### config.mk
export PLATFORM = sky130hd
export DESIGN_NAME = i2c_sensor_transaction_master
export DESIGN_NICKNAME = d
export VERILOG_FILES = /design/src/hdl/i2cstm_pkg.sv /design/src/hdl/i2c_sensor_transaction_master.sv /design/src/hdl/i2cstm_step.sv
export VERILOG_INCLUDE_DIRS = /design/src /design/src/hdl
export SDC_FILE = /design/constraint.sdc
export NUM_CORES = 1
export LEC_CHECK = 0
export BUFFER_PORTS_ARGS = -buffer_cell sky130_fd_sc_hd__buf_4
export CORE_MARGIN = 2
export CORE_UTILIZATION = 60
export CTS_BUF_LIST = sky130_fd_sc_hd__clkbuf_4
export DETAILED_ROUTE_END_ITERATION = 10
export MAX_ROUTING_LAYER = met4
export PLACE_DENSITY = 0.8
export SYNTH_ARGS = -nofsm -noshare
export SYNTH_HDL_FRONTEND = slang
export SYNTH_HIERARCHICAL = 1
export SYNTH_SLANG_ARGS = --single-unit
### constraint.sdc
create_clock -name clk -period 12.05 [get_ports clk]
set_clock_uncertainty 0.1 [all_clocks]
set_input_delay 2.41 -clock clk [delete_from_list [all_inputs] [get_ports clk]]
set_output_delay 2.41 -clock clk [all_outputs]
set_load 0.005 [all_outputs]
### src/hdl/i2c_sensor_transaction_master_macros.svh
// Assertion helpers used by the top-level RTL file.
`ifndef I2C_SENSOR_TRANSACTION_MASTER_MACROS_SVH
`define I2C_SENSOR_TRANSACTION_MASTER_MACROS_SVH

// Clocked check, masked while reset is asserted.
`define I2CSTM_ASSERT_CLK(label, clk, rst_n, prop, msg) \
  label: assert property (@(posedge clk) disable iff (!rst_n) prop) else $error(msg);

// Clocked check that holds during reset too.
`define I2CSTM_ASSERT_ALWAYS(label, clk, prop, msg) \
  label: assert property (@(posedge clk) prop) else $error(msg);

`endif

### src/hdl/i2cstm_pkg.sv
`default_nettype none
package i2cstm_pkg;

  // Sequencer phases
  typedef enum logic [3:0] {
    PH_IDLE     = 4'd0,
    PH_START_A  = 4'd1,
    PH_START_B  = 4'd2,
    PH_TX_LOW   = 4'd3,
    PH_TX_HIGH  = 4'd4,
    PH_ACK_LOW  = 4'd5,
    PH_ACK_HIGH = 4'd6,
    PH_ACK_HOLD = 4'd7,
    PH_RX_LOW   = 4'd8,
    PH_RX_HIGH  = 4'd9,
    PH_MACK_LOW = 4'd10,
    PH_MACK_HI  = 4'd11,
    PH_STOP_A   = 4'd12,
    PH_STOP_B   = 4'd13,
    PH_STOP_C   = 4'd14
  } phase_t;

  // Register indexes on the configuration port
  localparam logic [1:0] REG_HALF_PERIOD    = 2'd0;
  localparam logic [1:0] REG_ACK_TIMEOUT    = 2'd1;
  localparam logic [1:0] REG_DEVICE_ADDRESS = 2'd2;

  // Register reset values
  localparam logic [7:0] HALF_PERIOD_RST    = 8'd2;
  localparam logic [9:0] ACK_TIMEOUT_RST    = 10'd100;
  localparam logic [6:0] DEVICE_ADDRESS_RST = 7'd35;

  // Last bit position of the second received byte
  localparam logic [3:0] LAST_RX_BIT  = 4'd15;
  localparam logic [3:0] FIRST_BYTE_END = 4'd7;

  // Sequencer state
  typedef struct packed {
    phase_t      phase;
    logic [9:0]  tick;
    logic [3:0]  bit_idx;
    logic [7:0]  shift;
    logic [15:0] meas;
    logic        act_op;
    logic        nack;
    logic [7:0]  cmd;
    logic        stage;
    logic [15:0] rx;
  } seq_state_t;

  // Bus levels and status for one tick
  typedef struct packed {
    logic scl;
    logic sda_out;
    logic sda_drive;
    logic busy;
    logic done;
  } line_t;

endpackage
`default_nettype wire

### src/hdl/i2c_sensor_transaction_master.sv
// Bit-level bus master for a two-byte light sensor.
// Each input transaction is one sequencer tick: a start request with the
// operation (0 send command byte, 1 read two-byte measurement), the command
// byte, and the sampled data line level. Each accepted input produces
// exactly one result transaction carrying the clock and data line levels
// for that tick, the busy and done flags, the last measurement and the
// command acknowledge flag.
// The result is registered and presented in the cycle after the input is accepted.
// Throughput: one transaction per cycle; the whole tick is computed in one
// pass of the sequencer logic into the result register.
// When the receiver stalls, the result register holds and in_ready stays
// low until the result is taken; in_ready is high whenever the result
// register is empty or being emptied in the same cycle.
// Configuration writes (half period, acknowledge timeout, device address)
// take effect at once; the user must make them while the block is idle.
// The block does not enforce this. Synchronous reset returns the sequencer
// to idle, clears the measurement and the acknowledge flag, empties the
// result register and restores the register reset values.
`default_nettype none
`include "i2c_sensor_transaction_master_macros.svh"
module i2c_sensor_transaction_master (
  input  wire logic        clk,
  input  wire logic        rst_n,
  // configuration
  input  wire logic        cfg_we,
  input  wire logic [1:0]  cfg_index,
  input  wire logic [9:0]  cfg_wdata,
  // input channel
  input  wire logic        in_valid,
  output logic             in_ready,
  input  wire logic        in_start_request,
  input  wire logic        in_operation,
  input  wire logic [7:0]  in_command,
  input  wire logic        in_sda_in,
  // result channel
  output logic             out_valid,
  input  wire logic        out_ready,
  output logic             out_scl,
  output logic             out_sda_out,
  output logic             out_sda_drive,
  output logic             out_busy_res,
  output logic             out_done_res,
  output logic [15:0]      out_read_value,
  output logic             out_command_nack
);

  logic [7:0]             half_period_r;
  logic [9:0]             ack_timeout_r;
  logic [6:0]             device_address_r;
  i2cstm_pkg::seq_state_t st_r;
  i2cstm_pkg::seq_state_t st_nxt;
  i2cstm_pkg::line_t      lines_nxt;
  i2cstm_pkg::line_t      lines_r;
  logic [15:0]            read_value_r;
  logic                   nack_r;
  logic                   out_valid_r;
  logic                   in_acc;

  assign in_ready = !out_valid_r || out_ready;
  assign in_acc   = in_valid && in_ready;

  // Configuration registers
  always_ff @(posedge clk) begin
    if (!rst_n) begin
      half_period_r    <= i2cstm_pkg::HALF_PERIOD_RST;
      ack_timeout_r    <= i2cstm_pkg::ACK_TIMEOUT_RST;
      device_address_r <= i2cstm_pkg::DEVICE_ADDRESS_RST;
    end else if (cfg_we) begin
      unique case (cfg_index)
        i2cstm_pkg::REG_HALF_PERIOD:    half_period_r    <= cfg_wdata[7:0];
        i2cstm_pkg::REG_ACK_TIMEOUT:    ack_timeout_r    <= cfg_wdata;
        i2cstm_pkg::REG_DEVICE_ADDRESS: device_address_r <= cfg_wdata[6:0];
        default: ;
      endcase
    end
  end

  // Sequencer logic for one tick
  i2cstm_step u_step (
    .half_period    (half_period_r),
    .ack_timeout    (ack_timeout_r),
    .device_address (device_address_r),
    .st             (st_r),
    .start_request  (in_start_request),
    .operation      (in_operation),
    .command        (in_command),
    .sda_in         (in_sda_in),
    .nxt            (st_nxt),
    .lines          (lines_nxt)
  );

  // Sequencer state advances once per accepted transaction; all-zero is idle
  always_ff @(posedge clk) begin
    if (!rst_n) begin
      st_r <= '0;
    end else if (in_acc) begin
      st_r <= st_nxt;
    end
  end

  // Result register
  always_ff @(posedge clk) begin
    if (!rst_n) begin
      out_valid_r <= 1'b0;
    end else if (in_acc) begin
      out_valid_r <= 1'b1;
    end else if (out_ready) begin
      out_valid_r <= 1'b0;
    end
  end

  always_ff @(posedge clk) begin
    if (in_acc) begin
      lines_r      <= lines_nxt;
      read_value_r <= st_nxt.meas;
      nack_r       <= st_nxt.nack;
    end
  end

  assign out_valid        = out_valid_r;
  assign out_scl          = lines_r.scl;
  assign out_sda_out      = lines_r.sda_out;
  assign out_sda_drive    = lines_r.sda_drive;
  assign out_busy_res     = lines_r.busy;
  assign out_done_res     = lines_r.done;
  assign out_read_value   = read_value_r;
  assign out_command_nack = nack_r;

  // Checks
  `I2CSTM_ASSERT_CLK(a_state_holds, clk, rst_n, !in_acc |=> $stable(st_r), "sequencer state moved without a transaction")
  `I2CSTM_ASSERT_CLK(a_stop_to_idle, clk, rst_n, (in_acc && st_r.phase == i2cstm_pkg::PH_STOP_C) |=> (st_r.phase == i2cstm_pkg::PH_IDLE && st_r.tick == 10'd0), "stop did not return to idle")
  `I2CSTM_ASSERT_CLK(a_done_not_busy, clk, rst_n, (out_valid_r && lines_r.done) |-> (!lines_r.busy && lines_r.sda_drive && lines_r.scl), "completion tick flagged busy")

endmodule
`default_nettype wire

### src/hdl/i2cstm_step.sv
`default_nettype none
// One tick of the bus sequencer: next state and line levels.
module i2cstm_step (
  input  wire logic [7:0]              half_period,
  input  wire logic [9:0]              ack_timeout,
  input  wire logic [6:0]              device_address,
  input  wire i2cstm_pkg::seq_state_t  st,
  input  wire logic                    start_request,
  input  wire logic                    operation,
  input  wire logic [7:0]              command,
  input  wire logic                    sda_in,
  output i2cstm_pkg::seq_state_t       nxt,
  output i2cstm_pkg::line_t            lines
);

  i2cstm_pkg::phase_t ph;
  logic [9:0]         tc_inc;
  logic               half_hit;
  logic [9:0]         half_tick;
  logic [9:0]         to_lim;
  logic               mack_level;

  always_comb begin
    nxt = st;
    lines.scl       = 1'b1;
    lines.sda_out   = 1'b1;
    lines.sda_drive = 1'b0;
    lines.done      = 1'b0;

    // Request taken only when idle; acts as the first start tick
    if (st.phase == i2cstm_pkg::PH_IDLE && start_request) begin
      nxt.act_op = operation;
      nxt.cmd    = command;
      if (!operation) begin
        nxt.nack = 1'b0;
      end
      nxt.phase = i2cstm_pkg::PH_START_A;
      nxt.tick  = '0;
    end

    ph         = nxt.phase;
    tc_inc     = nxt.tick + 10'd1;
    half_hit   = (tc_inc >= {2'b00, half_period});
    half_tick  = half_hit ? 10'd0 : tc_inc;
    to_lim     = (ack_timeout == 10'd0) ? 10'd1 : ack_timeout;
    mack_level = (nxt.bit_idx == i2cstm_pkg::LAST_RX_BIT);

    // Line levels for this tick
    unique case (ph)
      i2cstm_pkg::PH_START_A: lines.sda_drive = 1'b1;
      i2cstm_pkg::PH_START_B: begin
        lines.sda_drive = 1'b1;
        lines.sda_out   = 1'b0;
      end
      i2cstm_pkg::PH_TX_LOW: begin
        lines.scl       = 1'b0;
        lines.sda_drive = 1'b1;
        lines.sda_out   = nxt.shift[7];
      end
      i2cstm_pkg::PH_TX_HIGH: begin
        lines.sda_drive = 1'b1;
        lines.sda_out   = nxt.shift[7];
      end
      i2cstm_pkg::PH_ACK_LOW, i2cstm_pkg::PH_RX_LOW: lines.scl = 1'b0;
      i2cstm_pkg::PH_MACK_LOW: begin
        lines.scl       = 1'b0;
        lines.sda_drive = 1'b1;
        lines.sda_out   = mack_level;
      end
      i2cstm_pkg::PH_MACK_HI: begin
        lines.sda_drive = 1'b1;
        lines.sda_out   = mack_level;
      end
      i2cstm_pkg::PH_STOP_A: begin
        lines.scl       = 1'b0;
        lines.sda_drive = 1'b1;
        lines.sda_out   = 1'b0;
      end
      i2cstm_pkg::PH_STOP_B: begin
        lines.sda_drive = 1'b1;
        lines.sda_out   = 1'b0;
      end
      i2cstm_pkg::PH_STOP_C: begin
        lines.sda_drive = 1'b1;
        lines.done      = 1'b1;
      end
      default: ;
    endcase

    // Phase transitions
    unique case (ph)
      i2cstm_pkg::PH_START_A: begin
        nxt.tick = half_tick;
        if (half_hit) nxt.phase = i2cstm_pkg::PH_START_B;
      end
      i2cstm_pkg::PH_START_B: begin
        nxt.tick = half_tick;
        if (half_hit) begin
          nxt.phase   = i2cstm_pkg::PH_TX_LOW;
          nxt.bit_idx = '0;
          nxt.shift   = {device_address, nxt.act_op};
          nxt.stage   = 1'b0;
        end
      end
      i2cstm_pkg::PH_TX_LOW: begin
        nxt.tick = half_tick;
        if (half_hit) nxt.phase = i2cstm_pkg::PH_TX_HIGH;
      end
      i2cstm_pkg::PH_TX_HIGH: begin
        nxt.tick = half_tick;
        if (half_hit) begin
          nxt.shift = {nxt.shift[6:0], 1'b0};
          if (nxt.bit_idx >= 4'd7) begin
            nxt.bit_idx = '0;
            nxt.phase   = i2cstm_pkg::PH_ACK_LOW;
          end else begin
            nxt.bit_idx = nxt.bit_idx + 4'd1;
            nxt.phase   = i2cstm_pkg::PH_TX_LOW;
          end
        end
      end
      i2cstm_pkg::PH_ACK_LOW: begin
        nxt.tick = half_tick;
        if (half_hit) nxt.phase = i2cstm_pkg::PH_ACK_HIGH;
      end
      i2cstm_pkg::PH_ACK_HIGH: begin
        if (!sda_in) begin
          nxt.tick  = '0;
          nxt.phase = i2cstm_pkg::PH_ACK_HOLD;
        end else if (tc_inc >= to_lim) begin
          // acknowledge timed out
          nxt.tick = '0;
          if (nxt.act_op) begin
            nxt.phase   = i2cstm_pkg::PH_RX_LOW;
            nxt.bit_idx = '0;
            nxt.rx      = '0;
          end else if (!nxt.stage) begin
            nxt.phase = i2cstm_pkg::PH_START_A;
          end else begin
            nxt.nack  = 1'b1;
            nxt.phase = i2cstm_pkg::PH_STOP_A;
          end
        end else begin
          nxt.tick = tc_inc;
        end
      end
      i2cstm_pkg::PH_ACK_HOLD: begin
        nxt.tick = half_tick;
        if (half_hit) begin
          if (nxt.act_op) begin
            nxt.phase   = i2cstm_pkg::PH_RX_LOW;
            nxt.bit_idx = '0;
            nxt.rx      = '0;
          end else if (!nxt.stage) begin
            nxt.stage   = 1'b1;
            nxt.bit_idx = '0;
            nxt.shift   = nxt.cmd;
            nxt.phase   = i2cstm_pkg::PH_TX_LOW;
          end else begin
            nxt.nack  = 1'b0;
            nxt.phase = i2cstm_pkg::PH_STOP_A;
          end
        end
      end
      i2cstm_pkg::PH_RX_LOW: begin
        nxt.tick = half_tick;
        if (half_hit) nxt.phase = i2cstm_pkg::PH_RX_HIGH;
      end
      i2cstm_pkg::PH_RX_HIGH: begin
        // sample on the first tick of the high half
        if (nxt.tick == 10'd0) nxt.rx = {nxt.rx[14:0], sda_in};
        nxt.tick = half_tick;
        if (half_hit) begin
          if (nxt.bit_idx[2:0] == 3'd7) begin
            nxt.phase = i2cstm_pkg::PH_MACK_LOW;
          end else begin
            nxt.bit_idx = nxt.bit_idx + 4'd1;
            nxt.phase   = i2cstm_pkg::PH_RX_LOW;
          end
        end
      end
      i2cstm_pkg::PH_MACK_LOW: begin
        nxt.tick = half_tick;
        if (half_hit) nxt.phase = i2cstm_pkg::PH_MACK_HI;
      end
      i2cstm_pkg::PH_MACK_HI: begin
        nxt.tick = half_tick;
        if (half_hit) begin
          if (nxt.bit_idx == i2cstm_pkg::FIRST_BYTE_END) begin
            nxt.bit_idx = 4'd8;
            nxt.phase   = i2cstm_pkg::PH_RX_LOW;
          end else begin
            nxt.meas  = nxt.rx;
            nxt.phase = i2cstm_pkg::PH_STOP_A;
          end
        end
      end
      i2cstm_pkg::PH_STOP_A: begin
        nxt.tick = half_tick;
        if (half_hit) nxt.phase = i2cstm_pkg::PH_STOP_B;
      end
      i2cstm_pkg::PH_STOP_B: begin
        nxt.tick = half_tick;
        if (half_hit) nxt.phase = i2cstm_pkg::PH_STOP_C;
      end
      default: begin
        nxt.tick  = '0;
        nxt.phase = i2cstm_pkg::PH_IDLE;
      end
    endcase

    lines.busy = !lines.done &&
                 (!lines.scl || !lines.sda_out || lines.sda_drive ||
                  nxt.phase != i2cstm_pkg::PH_IDLE || nxt.tick != 10'd0);
  end

endmodule
`default_nettype wire

==> flow_summary.json, run 1 <==
{
  "status": "finished, final reports clean",
  "synthToLayoutAreaGrowth_pct": 7.79,
  "grt_max_degree": 130,
  "fin_cells": 997,
  "crit_path_end": "st_r[39]",
  "syn_nets": 871,
  "final_hold_viol_count": 0,
  "crit_slowest_cell": "nand2_1",
  "h-tree-depth": 4,
  "grt_pass1_vias": 5320,
  "antenna-diode-count": 0,
  "timing.setup.tns_ns": 0,
  "io_pins": 52,
  "hold_class": "reg -> reg",
  "groute.usage.overall": 0.273,
  "hold_buffers": 0,
  "routed_wirelength_microns": 15500,
  "min_period_ns": 6.80,
  "drive_above_1_share": 0.145,
  "crit_path_frequent_cell": "nand2_1",
  "drc": 0,
  "cp.arrival_ns": 7.07,
  "num_rows": 38,
  "r2r_setup_slack_ns": 6.16,
  "r2r_start": "st_r[66]",
  "slew_headroom": 0.216,
  "drtPass1Iterations": 5,
  "ir_drop_mv": 0.0713,
  "drtAntennaViolNets": 0,
  "slew_viol_final": 0,
  "cts_buffers": 17,
  "period_share": 0.564,
  "gp_congestion": 0.894,
  "cp-start-kind": "primary input",
  "numPortBuffers": 51,
  "cp_slowest_stage_delay_ns": 0.64,
  "final_common_cell": "nand2_1",
  "die_h_microns": 110,
  "path_depth": 16,
  "vias": 5779,
  "synth_ff_type": "dfxtp_1",
  "rsz0062_at_grt": "no",
  "dp_hpwl_microns": 10700,
  "wl_per_cell_microns": 15.6,
  "cp_max_fo": 17,
  "post_cts_buffers": 0,
  "clk_pin_slew_ns": 0.10,
  "post-route-util": 0.667,
  "synth-edff-count": 22,
  "fmax_mhz": 147,
  "yosys-top-cells-area": "dfxtp_1 (28%), nand2_1 (14%), mux2i_1 (12%)",
  "synthCells": 824,
  "crit_path_cell_trace": "buf_4 -> nand3_1 -> and2_1 -> ha_1 -> and3_1 -> xnor2_1 -> nor2_1 -> ha_1 -> nand3_1 -> a221oi_1 -> o31ai_4 -> nand2_1 -> nand2_1 -> mux2_2 -> nand2_1 -> mux2i_1",
  "clk_path_buf_depth": 2,
  "dp_cells": 965,
  "syn-cell-area_sq_um": 6730,
  "core_area_sq_um": 10900,
  "cts_root_buffer": "clkbuf_4",
  "synth_top_area_frac": 0.282,
  "start_util": 0.618,
  "yosysTopAreaCell": "dfxtp_1",
  "die_area_sq_um": 12100,
  "syn_area_per_cell_sq_um": 8.17,
  "drtIter0Drc": 507,
  "ys_ff_latch": 117,
  "overflow": 0,
  "grt_pass1_wl_microns": 25100,
  "nNetsFinal": 891,
  "crit_start": "in_start_request",
  "rr_endpoint": "st_r[39]",
  "synth_seq_area_share": 0.381,
  "maxCapViolCount": 0,
  "antenna_found_initial": 0,
  "vias_per_cell": 5.80,
  "worst_setup_path_end_kind": "flop",
  "yosysWarnings": 6,
  "criticalPathCategory": "in -> reg",
  "rr_worst_depth": 16,
  "mostFrequentLayoutCells": "nand2_1 (249), dfxtp_1 (95), mux2i_1 (78)",
  "cts_tree": "done",
  "required_ns": 12.33,
  "setup_violations": 0,
  "worstPathBufferInverterCount": 1,
  "p_leak_nw": 2.89,
  "synth_cell_types": 63,
  "cpLargestDelayFamily": "simple AND/OR/NAND/NOR gates",
  "clock_latency_ns": 0.54,
  "die_x_microns": 110,
  "cts_resized": 0,
  "power.density_nw_per_um2": 102,
  "worst_slew_pin_slew_ns": 1.18,
  "clock-sinks": 117,
  "async_flop_share": 0
}
[how the worst min path moves through the flow]
stage | from | to | slack (ns) | cells past startpoint
floorplan | st_r[27] | st_r[27] | 0.33 | 2
global placement | st_r[28] | st_r[28] | 0.34 | 2
detailed placement | st_r[29] | st_r[29] | 0.35 | 2
CTS | half_period_r[6] | half_period_r[6] | 0.37 | 2
global route | half_period_r[6] | half_period_r[6] | 0.38 | 2
finish | half_period_r[6] | half_period_r[6] | 0.36 | 2
[layer usage]
layer | vias up | track usage | part of all wire
li1 | 2895 | - | -
met1 | 2699 | 0.337 | 0.44
met2 | 167 | 0.446 | 0.49
met3 | 18 | 0.0557 | 0.056
met4 | 0 | 0.0913 | 0.011
met5 | - | - | 0
[state kept, by name, summed over array words and instances, names as in the netlist, 7 cells and up]
signal and count:
st_r 69, ack_timeout_r 10, out_read_value 16, half_period_r 8, device_address_r 7
[power by group]
part	internal, mW	switching (mW)
Clock	0.0910	0.147
Combinational	0.0339	0.0555
Sequential	0.407	0.00749
Total	0.532	0.210
[kinds of logic (layout without fill, tap and decap cells)]
family                   count (synthesis)  after routing  share of synthesized area
AO/OA/AOI/OAI                          139            139                      0.137
XOR/XNOR                                10             10                     0.0130
adder cells (fa/ha/maj)                 19             19                     0.0353
buffers and inverters                   77            110                     0.0556
flip-flops                             117            117                      0.381
multiplexers                            94             94                      0.143
AND/OR/NAND/NOR                        368            368                      0.236
[worst reg2reg max path, stage by stage, from the launching register on]
cell,delay (ns)
dfxtp_1,0.56
nor2_1,0.43
nand3_1,0.66
and2_1,0.45
ha_1,0.25
and3_1,0.19
xnor2_1,0.19
nor2_1,0.10
ha_1,0.34
nand3_1,0.07
a221oi_1,0.41
o31ai_4,0.20
nand2_1,0.46
nand2_1,0.64
mux2_2,0.50
nand2_1,0.08
mux2i_1,0.11
[cells in the mapped netlist, types with 16 or more instances]
cell type	instances
nand2_1	249
dfxtp_1	95
mux2i_1	78
o21ai_0	43
nor2_1	33
nand3_1	30
clkbuf_1	29
a21oi_1	26
inv_1	25
edfxtp_1	22
ha_1	19
mux2_2	16
nor3_1	16
[metrics by stage]
step           instance area, sq um  worst slack, ns  hold WS [ns]  power [mW]
2_1_floorplan                  6730             6.21         0.331       0.486
3_3_place_gp                   7030             5.01         0.338       0.509
3_5_place_dp                   7030             4.79         0.348       0.512
4_1_cts                        7260             5.37         0.368       0.747
5_1_grt                        7260             4.98         0.376       0.774
6_report                       7260             5.25         0.364       0.742
[final cells by class]
type	instances	area [sq um]
sequential	117	2560
timing repair buffer	53	398
clock buffer	22	165
fill	930	3630
multi-input combinational	630	3800
clock inverter	10	60.1
tap	140	175
inverter	25	93.8
No activity file was read; power rests on OpenSTA's default activity.
==> run 2, diff against run 1 <==
Settings changed: ABC_AREA from default to 1, CORE_UTILIZATION 60 to 57, PLACE_DENSITY 0.8 to 0.79.
Clock period 12.05 ns to 5.7 ns, I/O delays scaled along.
==> flow_summary.json, run 2 <==
{
  "status": "finished, final reports clean",
  "synth_fa_ha_area_frac": 0.0312,
  "clock_latency_ns": 0.55,
  "numPortBuffers": 51,
  "dp_cells": 1358,
  "nNetsFinal": 1248,
  "post-synth-top-count-cell": "nand2_1",
  "clock-sinks": 117,
  "cp_slowest_stage_delay_ns": 0.31,
  "period_share": 0.743,
  "fin_cells": 1390,
  "yosys-top-cells-area": "dfxtp_1 (25%), nand2_1 (14%), inv_1 (9.1%)",
  "io_pins": 52,
  "grt_max_degree": 97,
  "yosysWarnings": 6,
  "grt_pass1_vias": 6331,
  "rsz0062_at_grt": "no",
  "cts_root_buffer": "clkbuf_4",
  "clk_pin_slew_ns": 0.10,
  "die_area_sq_um": 14300,
  "syn_nets": 1236,
  "slew_headroom": 0.323,
  "start_util": 0.580,
  "synth_common_cells": "nand2_1 (283), inv_1 (185), nor2_1 (143)",
  "cp_max_fo": 32,
  "path_depth": 26,
  "cts_tree": "done",
  "antenna-diode-count": 0,
  "overflow": 0,
  "cts_resized": 0,
  "synth_cell_types": 43,
  "final_hold_viol_count": 0,
  "cpLargestDelayFamily": "simple AND/OR/NAND/NOR gates",
  "vias": 7314,
  "top_register": "st_r",
  "dp_hpwl_microns": 12100,
  "drtIter0Drc": 712,
  "async_flop_share": 0,
  "worstPathBufferInverterCount": 6,
  "yosys.area_share.simple": 0.351,
  "h-tree-depth": 4,
  "core_area_sq_um": 13100,
  "grt_pass1_wl_microns": 30500,
  "synth_compound_area_frac": 0.129,
  "clk_path_buf_depth": 2,
  "synthCells": 1189,
  "synth_seq_area_share": 0.336,
  "maxCapViolCount": 0,
  "synth_top_area_frac": 0.249,
  "ys_ff_latch": 117,
  "worst_setup_path_end_kind": "flop",
  "rr_worst_depth": 26,
  "synthMuxAreaShare": 0.00263,
  "vias_per_cell": 5.26,
  "routed_wirelength_microns": 18200,
  "cts_buffers": 17,
  "hold_buffers": 0,
  "die_h_microns": 120,
  "synth_ff_type": "dfxtp_1",
  "largest_reg_flops": 69,
  "timing.setup.tns_ns": 0,
  "gp_congestion": 0.984,
  "hold-worst-slack_ns": 0.376,
  "worst_slew_pin_slew_ns": 1.02,
  "synth_xor_area_frac": 0.00689,
  "hold_class": "reg -> reg",
  "fmax_mhz": 236,
  "min_period_ns": 4.23,
  "p_leak_nw": 3.97,
  "hold_depth": 2,
  "ir_drop_mv": 0.143,
  "synth_top_family_by_area": "simple AND/OR/NAND/NOR gates",
  "synth-edff-count": 22,
  "criticalPathCategory": "in -> reg",
  "cp-start-kind": "primary input",
  "drtAntennaViolNets": 0,
  "synthToLayoutAreaGrowth_pct": 7.89,
  "cp.arrival_ns": 4.61,
  "num_rows": 42,
  "final_common_cell": "nand2_1",
  "drc": 0,
  "mostFrequentLayoutCells": "nand2_1 (283), inv_1 (185), nor2_1 (143)",
  "crit_slowest_cell": "buf_4",
  "groute.usage.overall": 0.269,
  "yosysTopAreaCell": "dfxtp_1",
  "fill_cells": 1267,
  "drtPass1Iterations": 5,
  "crit_path_frequent_cell": "nand2_1",
  "wl_per_cell_microns": 13.1,
  "required_ns": 6.07,
  "slew_viol_final": 0,
  "power.density_nw_per_um2": 271,
  "die_x_microns": 120,
  "syn-cell-area_sq_um": 7620,
  "antenna_found_initial": 0,
  "drive_above_1_share": 0.112,
  "setup_violations": 0,
  "post_cts_buffers": 0,
  "syn_area_per_cell_sq_um": 6.41
}
[run 2: cell count changes in the layout (fill, tap and decap cells not counted), sizes merged, moves of 18 or more]
cell / previous run / this run
nor2: 35 / 154
nand3: 33 / 126
nand2: 249 / 290
nand4: 1 / 19
inv: 27 / 199
a21oi: 27 / 94
mux2i: 78 / 2
[run 2: layout make-up]
class | count | area [sq um] | area share
Clock buffer | 18 | 135 | 0.0164
Sequential cell | 117 | 2560 | 0.312
Inverter | 195 | 734 | 0.0893
Multi-Input combinational cell | 814 | 3970 | 0.483
Timing Repair Buffer | 56 | 420 | 0.0511
Tap cell | 176 | 220 | 0.0268
Clock inverter | 14 | 180 | 0.0219
[run 2: kinds of logic (layout without fill, tap and decap cells)]
logic type / after synthesis / after routing
compound gates: 183 / 183
xor+xnor: 6 / 6
buf+inv: 258 / 283
mux: 2 / 2
simple gates: 604 / 604
fa+ha+maj: 19 / 19
flops: 117 / 117
[run 2: path summary, 6_finish.rpt]
kind | slack, ns | start | end
worst min-delay path | 0.38 | half_period_r[1] | half_period_r[1]
worst max register to register | 1.48 | st_r[68] | st_r[42]
worst max-delay path | 1.47 | in_start_request | st_r[42]
worst min register to register | 0.38 | half_period_r[1] | half_period_r[1]
[run 2: through the flow]
stage | util | worst slack, ns | cell area [sq um] | power (mW)
final | 0.626 | 1.47 | 8230 | 2.23
after global routing | 0.626 | 1.01 | 8230 | 2.37
after CTS | 0.626 | 1.52 | 8230 | 2.24
after detailed placement | 0.602 | 1.03 | 7910 | 1.55
after global placement | 0.602 | 1.13 | 7910 | 1.54
after floorplan | - | 1.53 | 7620 | 1.42
[run 2: report_power, final]
part	switching (mW)	internal, mW
Clock	0.334	0.351
Sequential	0.0487	0.908
Combinational	0.389	0.200
Total	0.772	1.46
[run 2: tightest hold or removal path: cells and delay by family (launching register included)]
kind          cells  cell delay [ns]
flops             1             0.35
simple gates      2             0.10
[run 2: metal layers]
| layer | vias to the layer above | part of all wire | GRT usage |
|---|---|---|---|
| met4 | 0 | 0.025 | 0.109 |
| met5 | - | 0 | - |
| met1 | 3246 | 0.48 | 0.372 |
| li1 | 3797 | - | - |
| met2 | 233 | 0.43 | 0.388 |
| met3 | 38 | 0.063 | 0.0518 |
